==> config.mk <==
export PLATFORM = sky130hd
export DESIGN_NAME = line_rasterizer_top
export DESIGN_NICKNAME = d
export VERILOG_FILES = /design/src/rtl/lr_pkg.sv /design/src/rtl/lr_front.sv /design/src/rtl/lr_queue.sv /design/src/rtl/lr_back.sv /design/src/rtl/line_rasterizer_top.sv
export VERILOG_INCLUDE_DIRS = /design/src /design/src/rtl
export SDC_FILE = /design/constraint.sdc
export NUM_CORES = 1
export LEC_CHECK = 0
export BUFFER_PORTS_ARGS = -buffer_cell sky130_fd_sc_hd__clkbuf_2
export CORE_AREA = 4 4 167 169
export CTS_BUF_LIST = sky130_fd_sc_hd__clkbuf_2 sky130_fd_sc_hd__clkbuf_4 sky130_fd_sc_hd__clkbuf_8
export DETAILED_ROUTE_END_ITERATION = 8
export DIE_AREA = 0 0 171 173
export GPL_ROUTABILITY_DRIVEN = 1
export PLACE_DENSITY = 0.78
export SLEW_MARGIN = 20
export SYNTH_ARGS = -nofsm -noshare
export SYNTH_HDL_FRONTEND = slang
export SYNTH_SLANG_ARGS = --single-unit
==> constraint.sdc <==
create_clock -name clk -period 11.8 [get_ports clk]
set_clock_uncertainty 0.15 [all_clocks]
set_input_delay 1.77 -clock clk [delete_from_list [all_inputs] [get_ports clk]]
set_output_delay 1.77 -clock clk [all_outputs]
set_load 0.02 [all_outputs]
==> src/rtl/line_rasterizer_top_defines.svh <==
// ----------------------------------------------------------------------------
// line_rasterizer_top_defines.svh
// Assertion macros used by the line rasterizer top level.
// ----------------------------------------------------------------------------
`ifndef LINE_RASTERIZER_TOP_DEFINES_SVH
`define LINE_RASTERIZER_TOP_DEFINES_SVH

// Check that cond implies res in the same cycle, clocked on clk, off in reset.
`define LR_ASSERT_SAME(lbl, cond, res) \
  lbl: assert property (@(posedge clk) disable iff (rst) (cond) |-> (res)) \
    else $error("line rasterizer check failed");

// Check that cond implies res in the following cycle, clocked on clk, off in reset.
`define LR_ASSERT_NEXT(lbl, cond, res) \
  lbl: assert property (@(posedge clk) disable iff (rst) (cond) |=> (res)) \
    else $error("line rasterizer check failed");

`endif

==> src/rtl/lr_pkg.sv <==
// ----------------------------------------------------------------------------
// lr_pkg
// Types and constants shared by the line rasterizer modules.
// ----------------------------------------------------------------------------
package lr_pkg;

  // Field widths
  localparam int COORD_W    = 9;
  localparam int ERR_W      = 11;
  localparam int COLOR_W    = 16;
  localparam int PIX_Y_W    = 8;
  localparam int OFFSET_W   = 18;
  localparam int IN_DATA_W  = 56;
  localparam int OUT_DATA_W = 56;

  // Command queue geometry
  localparam int Q_DEPTH = 2;
  localparam int Q_PTR_W = 1;
  localparam int Q_CNT_W = 2;

  // Item kinds carried on tuser
  typedef enum logic [0:0] {
    KIND_START = 1'b0,
    KIND_STEP  = 1'b1
  } lr_kind_t;

  // Classified command passed from the front end to the drawing engine
  typedef struct packed {
    lr_kind_t             kind;
    logic                 steep;
    logic                 minor_down;
    logic [COORD_W-1:0]   major_pos;
    logic [COORD_W-1:0]   minor_pos;
    logic [COORD_W-1:0]   major_end;
    logic [COORD_W-1:0]   major_delta;
    logic [COORD_W-1:0]   minor_delta;
    logic [COLOR_W-1:0]   color;
  } lr_cmd_t;

  // Engine status seen by the top level
  typedef struct packed {
    logic active;
    logic emit;
    logic emit_last;
  } lr_stat_t;

endpackage

==> src/rtl/lr_front.sv <==
// ----------------------------------------------------------------------------
// lr_front
// Accepts input beats and classifies start items: octant, endpoint order
// and deltas, ready to push into the command queue.
// ----------------------------------------------------------------------------
module lr_front (
  input  logic                         s_tvalid,
  output logic                         s_tready,
  input  logic [lr_pkg::IN_DATA_W-1:0] s_tdata,
  input  logic                         s_tuser,
  input  logic                         q_full,
  output logic                         q_push,
  output lr_pkg::lr_cmd_t              q_cmd
);
  import lr_pkg::*;

  logic [COORD_W-1:0] xa, ya, xb, yb;
  logic [COORD_W-1:0] dx, dy;
  logic               steep;
  logic [COORD_W-1:0] ma, na, mb, nb;
  logic [COORD_W-1:0] m_lo, n_lo, m_hi, n_hi;

  // Take a beat whenever the queue has room
  assign s_tready = !q_full;
  assign q_push   = s_tvalid && !q_full;

  // Unpack endpoints
  assign xa = s_tdata[8:0];
  assign ya = s_tdata[17:9];
  assign xb = s_tdata[26:18];
  assign yb = s_tdata[35:27];

  // Pick the major axis and order endpoints along it
  always_comb begin
    dx    = (xa > xb) ? (xa - xb) : (xb - xa);
    dy    = (ya > yb) ? (ya - yb) : (yb - ya);
    steep = dy > dx;
    if (steep) begin
      ma = ya; na = xa; mb = yb; nb = xb;
    end else begin
      ma = xa; na = ya; mb = xb; nb = yb;
    end
    if (ma > mb) begin
      m_lo = mb; n_lo = nb; m_hi = ma; n_hi = na;
    end else begin
      m_lo = ma; n_lo = na; m_hi = mb; n_hi = nb;
    end
  end

  // Build the queued command
  always_comb begin
    q_cmd.kind        = lr_kind_t'(s_tuser);
    q_cmd.steep       = steep;
    q_cmd.minor_down  = n_lo > n_hi;
    q_cmd.major_pos   = m_lo;
    q_cmd.minor_pos   = n_lo;
    q_cmd.major_end   = m_hi;
    q_cmd.major_delta = m_hi - m_lo;
    q_cmd.minor_delta = (n_lo > n_hi) ? (n_lo - n_hi) : (n_hi - n_lo);
    q_cmd.color       = s_tdata[51:36];
  end

endmodule

==> src/rtl/lr_queue.sv <==
// ----------------------------------------------------------------------------
// lr_queue
// Two-entry command queue between the front end and the drawing engine.
// ----------------------------------------------------------------------------
module lr_queue (
  input  logic            clk,
  input  logic            rst,
  input  logic            push,
  input  lr_pkg::lr_cmd_t push_cmd,
  output logic            full,
  input  logic            pop,
  output logic            head_valid,
  output lr_pkg::lr_cmd_t head_cmd
);
  import lr_pkg::*;

  lr_cmd_t              slots [Q_DEPTH];
  logic [Q_PTR_W-1:0]   wr_ptr;
  logic [Q_PTR_W-1:0]   rd_ptr;
  logic [Q_CNT_W-1:0]   count;
  logic [Q_CNT_W-1:0]   count_next;

  assign full       = count == Q_CNT_W'(Q_DEPTH);
  assign head_valid = count != '0;
  assign head_cmd   = slots[rd_ptr];

  always_comb begin
    count_next = count + Q_CNT_W'(push) - Q_CNT_W'(pop);
  end

  // Advance pointers and occupancy
  always_ff @(posedge clk) begin
    if (rst) begin
      wr_ptr <= '0;
      rd_ptr <= '0;
      count  <= '0;
    end else begin
      if (push) begin
        wr_ptr <= wr_ptr + 1'b1;
      end
      if (pop) begin
        rd_ptr <= rd_ptr + 1'b1;
      end
      count <= count_next;
    end
  end

  // Hold queued commands
  always_ff @(posedge clk) begin
    if (push) begin
      slots[wr_ptr] <= push_cmd;
    end
  end

endmodule

==> src/rtl/lr_back.sv <==
// ----------------------------------------------------------------------------
// lr_back
// Drawing engine: holds the running line, steps Bresenham once per step
// command and registers each pixel into the output stage.
// ----------------------------------------------------------------------------
module lr_back #(
  parameter int X_BITS    = 9,
  parameter int Y_BITS    = 8,
  parameter int ROW_SHIFT = 10
) (
  input  logic                          clk,
  input  logic                          rst,
  input  logic                          q_valid,
  input  lr_pkg::lr_cmd_t               q_cmd,
  output logic                          q_pop,
  output lr_pkg::lr_stat_t              stat,
  output logic                          m_tvalid,
  input  logic                          m_tready,
  output logic [lr_pkg::OUT_DATA_W-1:0] m_tdata,
  output logic                          m_tlast
);
  import lr_pkg::*;

  localparam logic [COORD_W-1:0] XMASK = COORD_W'((1 << X_BITS) - 1);
  localparam logic [COORD_W-1:0] YMASK = COORD_W'((1 << Y_BITS) - 1);
  localparam int                 SUM_W = COORD_W + ROW_SHIFT + 1;
  localparam int                 PAD_W = OUT_DATA_W - COORD_W - PIX_Y_W - COLOR_W - OFFSET_W;

  // Line state
  logic                       active;
  logic                       steep;
  logic                       minor_down;
  logic [COORD_W-1:0]         major_pos;
  logic [COORD_W-1:0]         minor_pos;
  logic [COORD_W-1:0]         major_end;
  logic [COORD_W-1:0]         major_delta;
  logic [COORD_W-1:0]         minor_delta;
  logic [ERR_W-1:0]           error_term;
  logic [COLOR_W-1:0]         held_color;

  // Output stage
  logic [COORD_W-1:0]         pixel_x;
  logic [PIX_Y_W-1:0]         pixel_y;
  logic [COLOR_W-1:0]         pixel_color;
  logic [OFFSET_W-1:0]        byte_offset;

  logic                       out_free;
  logic                       is_start;
  logic                       emit;
  logic                       last;
  logic [COORD_W-1:0]         xm, ym;
  logic [SUM_W-1:0]           offset_sum;
  logic [ERR_W-1:0]           err_sum;
  logic                       minor_move;
  logic [ERR_W-1:0]           error_term_next;
  logic [COORD_W-1:0]         minor_pos_next;

  // Decide what to do with the queue head
  assign out_free = !m_tvalid || m_tready;
  assign is_start = q_valid && (q_cmd.kind == KIND_START);
  assign emit     = q_valid && (q_cmd.kind == KIND_STEP) && active && out_free;
  assign q_pop    = q_valid && ((q_cmd.kind == KIND_START) || !active || out_free);
  assign last     = major_pos == major_end;

  assign stat.active    = active;
  assign stat.emit      = emit;
  assign stat.emit_last = emit && last;

  // Map back to screen axes and form the framebuffer offset
  always_comb begin
    xm = (steep ? minor_pos : major_pos) & XMASK;
    ym = (steep ? major_pos : minor_pos) & YMASK;
    offset_sum = (SUM_W'(ym) << ROW_SHIFT) + (SUM_W'(xm) << 1);
  end

  // Error update: move the minor axis when the sum goes positive
  always_comb begin
    err_sum         = error_term + ERR_W'(minor_delta);
    minor_move      = !err_sum[ERR_W-1] && (err_sum != '0);
    error_term_next = minor_move ? (err_sum - ERR_W'(major_delta)) : err_sum;
    if (!minor_move) begin
      minor_pos_next = minor_pos;
    end else if (minor_down) begin
      minor_pos_next = minor_pos - 1'b1;
    end else begin
      minor_pos_next = minor_pos + 1'b1;
    end
  end

  // Load a new line or advance the running one
  always_ff @(posedge clk) begin
    if (rst) begin
      active      <= 1'b0;
      steep       <= 1'b0;
      minor_down  <= 1'b0;
      major_pos   <= '0;
      minor_pos   <= '0;
      major_end   <= '0;
      major_delta <= '0;
      minor_delta <= '0;
      error_term  <= '0;
      held_color  <= '0;
    end else if (is_start) begin
      active      <= 1'b1;
      steep       <= q_cmd.steep;
      minor_down  <= q_cmd.minor_down;
      major_pos   <= q_cmd.major_pos;
      minor_pos   <= q_cmd.minor_pos;
      major_end   <= q_cmd.major_end;
      major_delta <= q_cmd.major_delta;
      minor_delta <= q_cmd.minor_delta;
      error_term  <= '0 - ERR_W'(q_cmd.major_delta[COORD_W-1:1]);
      held_color  <= q_cmd.color;
    end else if (emit) begin
      if (last) begin
        active <= 1'b0;
      end else begin
        error_term <= error_term_next;
        minor_pos  <= minor_pos_next;
        major_pos  <= major_pos + 1'b1;
      end
    end
  end

  // Output valid: set on a new pixel, drop once taken
  always_ff @(posedge clk) begin
    if (rst) begin
      m_tvalid <= 1'b0;
    end else if (emit) begin
      m_tvalid <= 1'b1;
    end else if (m_tready) begin
      m_tvalid <= 1'b0;
    end
  end

  // Output payload
  always_ff @(posedge clk) begin
    if (emit) begin
      pixel_x     <= xm;
      pixel_y     <= ym[PIX_Y_W-1:0];
      pixel_color <= held_color;
      byte_offset <= OFFSET_W'(offset_sum);
      m_tlast     <= last;
    end
  end

  assign m_tdata = {{PAD_W{1'b0}}, byte_offset, pixel_color, pixel_y, pixel_x};

endmodule

==> src/rtl/line_rasterizer_top.sv <==
// ----------------------------------------------------------------------------
// line_rasterizer_top
// Bresenham line generator: start beats load a line, step beats emit pixels.
// ----------------------------------------------------------------------------
// Input channel (s_*): s_tuser selects the beat kind, 0 start, 1 step. A start
// beat loads both endpoints and the color and produces nothing; each step
// beat produces one pixel while a line is running, and none when idle.
// Output channel (m_*): one beat per pixel with x, y, color and framebuffer
// byte offset; m_tlast marks the final pixel, after which the block is idle.
// A start beat during a running line abandons it and loads the new one.
// A step beat is queued, then its pixel is registered into the output stage.
// Throughput: one beat per cycle sustained while m_tready stays high; each pixel
// costs one add, compare and subtract on the error term in the drawing engine.
// Reset (rst, synchronous) empties the two-entry command queue, drops
// m_tvalid and leaves the engine idle.
// When the receiver stalls, the output register holds its pixel, step beats for
// a running line collect in the queue, and once it holds two, s_tready falls.
// ----------------------------------------------------------------------------
`include "line_rasterizer_top_defines.svh"

module line_rasterizer_top #(
  parameter int X_BITS    = 9,
  parameter int Y_BITS    = 8,
  parameter int ROW_SHIFT = 10
) (
  input  logic                          clk,
  input  logic                          rst,
  input  logic                          s_tvalid,
  output logic                          s_tready,
  // x_start[8:0], y_start[17:9], x_end[26:18], y_end[35:27], line_color[51:36]
  input  logic [lr_pkg::IN_DATA_W-1:0]  s_tdata,
  // kind[0]
  input  logic                          s_tuser,
  output logic                          m_tvalid,
  input  logic                          m_tready,
  // pixel_x[8:0], pixel_y[16:9], pixel_color[32:17], byte_offset[50:33]
  output logic [lr_pkg::OUT_DATA_W-1:0] m_tdata,
  output logic                          m_tlast
);
  import lr_pkg::*;

  logic     q_full;
  logic     q_push;
  lr_cmd_t  push_cmd;
  logic     q_pop;
  logic     q_valid;
  lr_cmd_t  head_cmd;
  lr_stat_t stat;

  lr_front u_front (
    .s_tvalid (s_tvalid),
    .s_tready (s_tready),
    .s_tdata  (s_tdata),
    .s_tuser  (s_tuser),
    .q_full   (q_full),
    .q_push   (q_push),
    .q_cmd    (push_cmd)
  );

  lr_queue u_queue (
    .clk        (clk),
    .rst        (rst),
    .push       (q_push),
    .push_cmd   (push_cmd),
    .full       (q_full),
    .pop        (q_pop),
    .head_valid (q_valid),
    .head_cmd   (head_cmd)
  );

  lr_back #(
    .X_BITS    (X_BITS),
    .Y_BITS    (Y_BITS),
    .ROW_SHIFT (ROW_SHIFT)
  ) u_back (
    .clk      (clk),
    .rst      (rst),
    .q_valid  (q_valid),
    .q_cmd    (head_cmd),
    .q_pop    (q_pop),
    .stat     (stat),
    .m_tvalid (m_tvalid),
    .m_tready (m_tready),
    .m_tdata  (m_tdata),
    .m_tlast  (m_tlast)
  );

  // A full queue always presents a command to the engine
  `LR_ASSERT_SAME(a_full_has_head, !s_tready, q_valid)
  // A start command leaves a running line behind
  `LR_ASSERT_NEXT(a_start_loads, q_pop && (head_cmd.kind == KIND_START), stat.active)
  // Every emitted pixel lands in the output register
  `LR_ASSERT_NEXT(a_emit_shows, stat.emit, m_tvalid)
  // The final pixel returns the engine to idle
  `LR_ASSERT_NEXT(a_last_idles, stat.emit_last, !stat.active)

endmodule

==> results of run 1 <==
==> cell families (layout without fill, tap and decap cells) <==
logic type	after synthesis	after routing	synth area share [%]
buffers and inverters	201	444	5.85
and+or+nand+nor	389	389	12.1
AOI/OAI and AO/OA	311	312	14.3
muxes	143	143	9.92
other	1	6	0.0253
adders and majority gates	110	110	9.70
xor gates and xnor gates	73	73	4.32
DFF	243	243	43.8
==> worst max-delay path, delay by kind of cell <==
family | cells | cell delay [ns]
AOI/OAI and AO/OA | 17 | 3.75
and+or+nand+nor | 14 | 2.41
buffers and inverters | 9 | 1.30
adders and majority gates | 4 | 1.25
muxes | 3 | 0.77
xor gates and xnor gates | 1 | 0.18
==> repair_timing <==
item | 4_1_cts | 5_1_grt
endpoints found under the setup margin | 0 | 4
hold endpoints to repair | 0 | 0
resized for setup | 0 | 10
setup buffers | 0 | 7
==> how the worst max path moves through the flow <==
stage | end | slack (ns) | cells after the start
after floorplan | u_queue.slots[0][24] | 0.06 | 50
after global placement | u_queue.slots[1][24] | -0.14 | 47
after detailed placement | u_queue.slots[1][24] | -0.33 | 47
after CTS | u_queue.slots[1][24] | 0.21 | 47
after global routing | u_queue.slots[1][24] | -0.006 | 48
final | u_queue.slots[1][24] | 0.43 | 48
==> state kept, by name (all words and copies together) (netlist names), 2 cells and up, named ones only <==
name / cells
u_back.minor_delta: 9
u_queue.count: 2
u_back.major_delta: 9
u_back.major_end: 9
u_back.pixel_x: 8
u_back.minor_pos: 9
u_back.pixel_y: 8
u_back.major_pos: 9
u_back.held_color: 16
u_back.error_term: 11
u_queue.slots: 128
u_back.pixel_color: 16
==> cells in the mapped netlist (27+ instances only) <==
cell                       count
sky130_fd_sc_hd__xnor2_1      47
sky130_fd_sc_hd__o21ai_0      59
sky130_fd_sc_hd__nor2_1      143
sky130_fd_sc_hd__edfxtp_1    162
sky130_fd_sc_hd__dfxtp_1      81
sky130_fd_sc_hd__mux2_2       28
sky130_fd_sc_hd__nand3_1      28
sky130_fd_sc_hd__ha_1         97
sky130_fd_sc_hd__clkbuf_1     46
sky130_fd_sc_hd__mux2i_1     114
sky130_fd_sc_hd__nand2_1     108
sky130_fd_sc_hd__buf_4        27
sky130_fd_sc_hd__a211oi_1     71
sky130_fd_sc_hd__inv_1       105
sky130_fd_sc_hd__nor3_1       27
sky130_fd_sc_hd__a21oi_1      73
==> metal layers <==
metal | GRT usage [%] | up-vias
met5 | 0 | -
met4 | 8.65 | 0
met3 | 2.79 | 96
met2 | 40.7 | 455
met1 | 31.8 | 5532
li1 | - | 5720
==> final cells by class <==
type                    instances  area, um2  share of cell area [%]
clock buffers                  49        606                    3.48
repair buffers                274       1820                    10.5
flip-flops and latches        243       6490                    37.3
multi-input cells            1033       7610                    43.7
well taps                     341        427                    2.45
clock inverters                15       71.3                   0.409
inverters                     106        398                    2.28
==> per-stage QoR <==
stage | instances | hold slack [ns] | util (%) | setup WS, ns
2_1_floorplan | 1476 | 0.259 | - | 0.0634
3_3_place_gp | 1989 | 0.265 | 62.5 | -0.138
3_5_place_dp | 1989 | 0.265 | 62.5 | -0.328
4_1_cts | 2053 | 0.279 | 65.1 | 0.210
5_1_grt | 2061 | 0.298 | 65.5 | -0.00596
6_report | 2061 | 0.277 | 65.5 | 0.430
==> qor.yml, run 1 <==
cts:
  htree_levels: 2
  cts-root-buf: "sky130_fd_sc_hd__clkbuf_8"
  worstSkewPairLatency_ns: 0.52
  clkSinkCount: 243
  cts_tree: "done"
  clk_path_buf_depth: 3
  cts_made_buffers: 36
  cts_hold_buffers: 0
  clk_transition_reported_paths_ns: 0.06
grt:
  number_of_antenna_violations_at_the_first_check_in_global_routing: 0
  grt_max_degree: 110
  grt_overflow_total: 0
  groute.usage.overall_pct: 24.0
  first_global_vias: 11400
  first_pass_grt_wire_length_um: 57800
worst_hold_path:
  min_to: "u_back.pixel_color[11]"
  hold_path_depth: 0
  min-delay-path-class: "reg -> reg"
  timing.hold.worst.start: "u_back.held_color[11]"
floorplan:
  dieWidth_um: 171
  rows: 60
  fp.coreArea_mm2: 0.0266
  die_ar_mm2: 0.0296
  floorplan.die.height_um: 173
  floorplan.io_pins: 120
  initial_core_util_pct: 55.7
sta:
  slew_hr_pct: 27.0
  report.final.setup_viol: 0
  layout_worst_path_cycle_share_pct: 96.4
  finalMaxSlewViolations: 0
  maxClockFrequency_mhz: 88.0
  timing.final.hold_violations: 0
  layout_min_cycle_time_ns: 11.37
  transition_time_at_the_pin_with_the_least_slew_margin_ns: 1.10
  fin_tns_setup_ns: 0
finish:
  antenna-diode-count: 0
  drive_gt1_share_pct: 23.1
  finalNetCount: 1861
  final_cell_area_mm2: 0.0174
  area_delta_synth_final_pct: 17.7
  filler_cell_count: 2099
  most-common-layout-cells: "sky130_fd_sc_hd__buf_4, sky130_fd_sc_hd__edfxtp_1, sky130_fd_sc_hd__nor2_1, sky130_fd_sc_hd__mux2i_1, sky130_fd_sc_hd__clkbuf_2"
synthesis:
  synth_top_area_share_pct: 32.9
  synthCells: 1471
  synth.cell_area_mm2: 0.0148
  yosys_warning_total: 0
  synth-seq-area-share_pct: 43.8
  synth_cell_types: 76
  synth-edff-count: 162
  ys_async_sr_fraction_pct: 0
  post_synth.cell_area_avg_um2: 10.1
  post_synth_main_area_contributors: "sky130_fd_sc_hd__edfxtp_1, sky130_fd_sc_hd__dfxtp_1, sky130_fd_sc_hd__ha_1, sky130_fd_sc_hd__mux2i_1, sky130_fd_sc_hd__nor2_1"
  synth_seq_cells: 243
  synthDominantAreaCellType: "sky130_fd_sc_hd__edfxtp_1"
  ys.flop_type: "sky130_fd_sc_hd__edfxtp_1"
routing:
  route.met3.wl_um: 2170
  detailroute.via_count: 11800
  avgViaCountPerCell: 5.73
  first_pass_drt_iterations: 6
  routed-wl-met2_um: 17700
  ant_nets: 0
  post-route-drc-count: 0
  highest_routed_layer: "met4"
  wire_per_inst_um: 17.8
  finalWirelength_um: 36700
  drt_iter0_markers: 889
  detail_route.wirelength.met1_um: 15500
critical_path:
  worst-r2r-setup-slack_ns: 7.38
  cp_slowest_cell: "sky130_fd_sc_hd__o41ai_4"
  beginning_of_the_worst_register_to_register_path: "u_back.error_term[0]"
  worstSetupStartpointType: "input port"
  cp-end-kind: "register"
  crit_fanout: 16
  worstSetupStartpoint: "s_tdata[10]"
  regToRegEndpoint: "u_back.minor_pos[7]"
  critical-path-max-stage-delay_ns: 0.42
  worstPathRequired_ns: 11.89
  worst_setup_path_class: "in -> reg"
  r2r.worst_path.cells: 12
  timing.critical_path.arrival_ns: 11.46
outcome:
  status: "completed"
place:
  gp_routability_congestion: 1.01
  detailed_place.area_mm2: 0.0166
  io_buffers: 109
  dp.final_hpwl_um: 27300
flow_run:
  cap_viol_max_count: 0
Power of run 1 is left out: the tool's default activity adds up to more than one toggle a clock period on the data nets, which glitch-free logic cannot reach.
==> inputs of run 2 (changes only) <==
CORE_AREA = 4 4 170 172   (was 4 4 167 169)
CTS_BUF_LIST = sky130_fd_sc_hd__clkbuf_16   (was sky130_fd_sc_hd__clkbuf_2 sky130_fd_sc_hd__clkbuf_4 sky130_fd_sc_hd__clkbuf_8)
DIE_AREA = 0 0 174 176   (was 0 0 171 173)
PLACE_DENSITY = 0.76   (was 0.78)
==> run 2 against run 1 <==
- non-clock buffer count fell by 42
- fmax rose by 1.3%
- routed wire length fell by 2.1%
- critical path type unchanged
==> qor.yml, run 2 (same netlist as run 1, synthesis figures left out) <==
finish:
  finalNetCount: 1807
  reg.largest.list: "u_queue.slots x128, u_back.held_color x16, u_back.pixel_color x16"
  finish.cell_count_without_fillers: 2005
  area_delta_synth_final_pct: 16.2
  top_register: "u_queue.slots"
  drive_gt1_share_pct: 20.2
  layout_commonest_cell: "sky130_fd_sc_hd__edfxtp_1"
  final_cell_area_mm2: 0.0172
  antenna-diode-count: 0
  filler_cell_count: 2192
  largest_register_ffs: 128
  most-common-layout-cells: "sky130_fd_sc_hd__edfxtp_1, sky130_fd_sc_hd__nor2_1, sky130_fd_sc_hd__buf_4, sky130_fd_sc_hd__mux2i_1, sky130_fd_sc_hd__inv_1"
place:
  io_buffers: 109
  post-place-cells: 1957
  pre_cts_ws_ns: -0.257
  detailed_place.area_mm2: 0.0164
  dp.final_hpwl_um: 27000
  gp_routability_congestion: 0.944
sta:
  layout_setup_ws_ns: 0.580
  transition_time_at_the_pin_with_the_least_slew_margin_ns: 0.987
  finalMaxSlewViolations: 0
  report.final.setup_viol: 0
  layout_worst_path_cycle_share_pct: 95.1
  timing.final.hold_violations: 0
  maxClockFrequency_mhz: 89.1
  slew_hr_pct: 34.0
  layout_min_cycle_time_ns: 11.22
  finalHoldWorstSlack_ns: 0.285
floorplan:
  floorplan.io_pins: 120
  fp.coreArea_mm2: 0.0275
  floorplan.die.height_um: 176
  dieWidth_um: 174
  rows: 61
  die_ar_mm2: 0.0306
  initial_core_util_pct: 53.9
critical_path:
  crit_path_frequent_cell: "sky130_fd_sc_hd__buf_4"
  worst-r2r-setup-slack_ns: 7.55
  timing.critical_path.arrival_ns: 11.32
  regToRegEndpoint: "u_back.minor_pos[7]"
  cp_slowest_cell: "sky130_fd_sc_hd__or3_1"
  critical-path-max-stage-delay_ns: 0.41
  worstSetupStartpointType: "input port"
  beginning_of_the_worst_register_to_register_path: "u_back.minor_delta[0]"
  worstPathRequired_ns: 11.90
  cp-end-kind: "register"
  r2r.worst_path.cells: 12
  crit_fanout: 25
  worst_setup_path_class: "in -> reg"
grt:
  first_global_vias: 11100
  grt_overflow_total: 0
  groute.usage.overall_pct: 22.9
  number_of_antenna_violations_at_the_first_check_in_global_routing: 0
  first_pass_grt_wire_length_um: 57300
  grt_max_degree: 83
routing:
  detailroute.via_count: 11500
  first_pass_drt_iterations: 5
  drt_iter0_markers: 838
  post-route-drc-count: 0
  finalWirelength_um: 35900
  wire_per_inst_um: 17.9
  avgViaCountPerCell: 5.74
  ant_nets: 0
outcome:
  status: "completed"
cts:
  cts-root-buf: "sky130_fd_sc_hd__clkbuf_16"
  clk_transition_reported_paths_ns: 0.06
  worstSkewPairLatency_ns: 0.52
  clkSinkCount: 243
  cts_tree: "done"
  htree_levels: 1
  cts_hold_buffers: 0
  clk_path_buf_depth: 3
  cts_made_buffers: 25
worst_hold_path:
  min_to: "u_back.pixel_color[11]"
  hold_path_depth: 0
  min-delay-path-class: "reg -> reg"
  timing.hold.worst.start: "u_back.held_color[11]"
flow_run:
  cap_viol_max_count: 0
## run 2: changes by cell type in the layout (fill, tap and decap cells not counted), moves of 2 or more
cell / delta
sky130_fd_sc_hd__inv_1: +7
sky130_fd_sc_hd__clkbuf_16: +25
sky130_fd_sc_hd__clkinv_1: -3
sky130_fd_sc_hd__a21oi_1: -2
sky130_fd_sc_hd__clkbuf_8: -38
sky130_fd_sc_hd__a21oi_2: +2
sky130_fd_sc_hd__bufinv_16: +3
sky130_fd_sc_hd__buf_4: -42
sky130_fd_sc_hd__clkbuf_4: -11
## run 2: worst max-delay path by stage
stage | from | end | slack, ns
floorplan | s_tdata[13] | u_queue.slots[0][24] | 0.06
CTS | s_tdata[1] | u_queue.slots[0][24] | 0.24
detailed placement | s_tdata[1] | u_queue.slots[0][24] | -0.26
finish | s_tdata[10] | u_queue.slots[0][24] | 0.58
global route | s_tdata[1] | u_queue.slots[0][24] | -0.02
global placement | s_tdata[1] | u_queue.slots[0][24] | -0.11
## run 2: through the flow
| stage | util, % | TNS [ns] |
|---|---|---|
| detailed placement | 59.5 | -0.514 |
| finish | 62.6 | 0 |
| floorplan | - | 0 |
| CTS | 62.4 | 0 |
| global placement | 59.5 | -0.218 |
| global route | 62.6 | -0.0366 |
## run 2: layer usage
layer	wire (um)	vias to the layer above	global-route usage (%)
li1	-	5611	-
met1	15600	5418	31.4
met2	16900	411	38.1
met3	2290	74	3.00
met4	1140	0	7.32
met5	0	-	0
## run 2: final cells by class
class,count,area (um2),area share (%)
Multi-Input combinational cell,1032,7580,44.1
Sequential cell,243,6490,37.7
Timing Repair Buffer,232,1510,8.76
Clock buffer,25,626,3.64
Tap cell,346,433,2.52
Inverter,106,398,2.31
Clock inverter,21,169,0.982
## run 2: timing repair
action | CTS | global route
setup endpoints to repair | 0 | 4
resized for setup | 0 | 12
buffers inserted | 0 | 2
## run 2: critical path, delay by kind of cell
kind	cells	cell delay (ns)
and+or+nand+nor	15	2.49
buffers and inverters	10	1.70
xor gates and xnor gates	1	0.14
AOI/OAI and AO/OA	16	3.10
adders and majority gates	4	1.30
muxes	3	0.78
Power of run 2 is left out for the same reason.
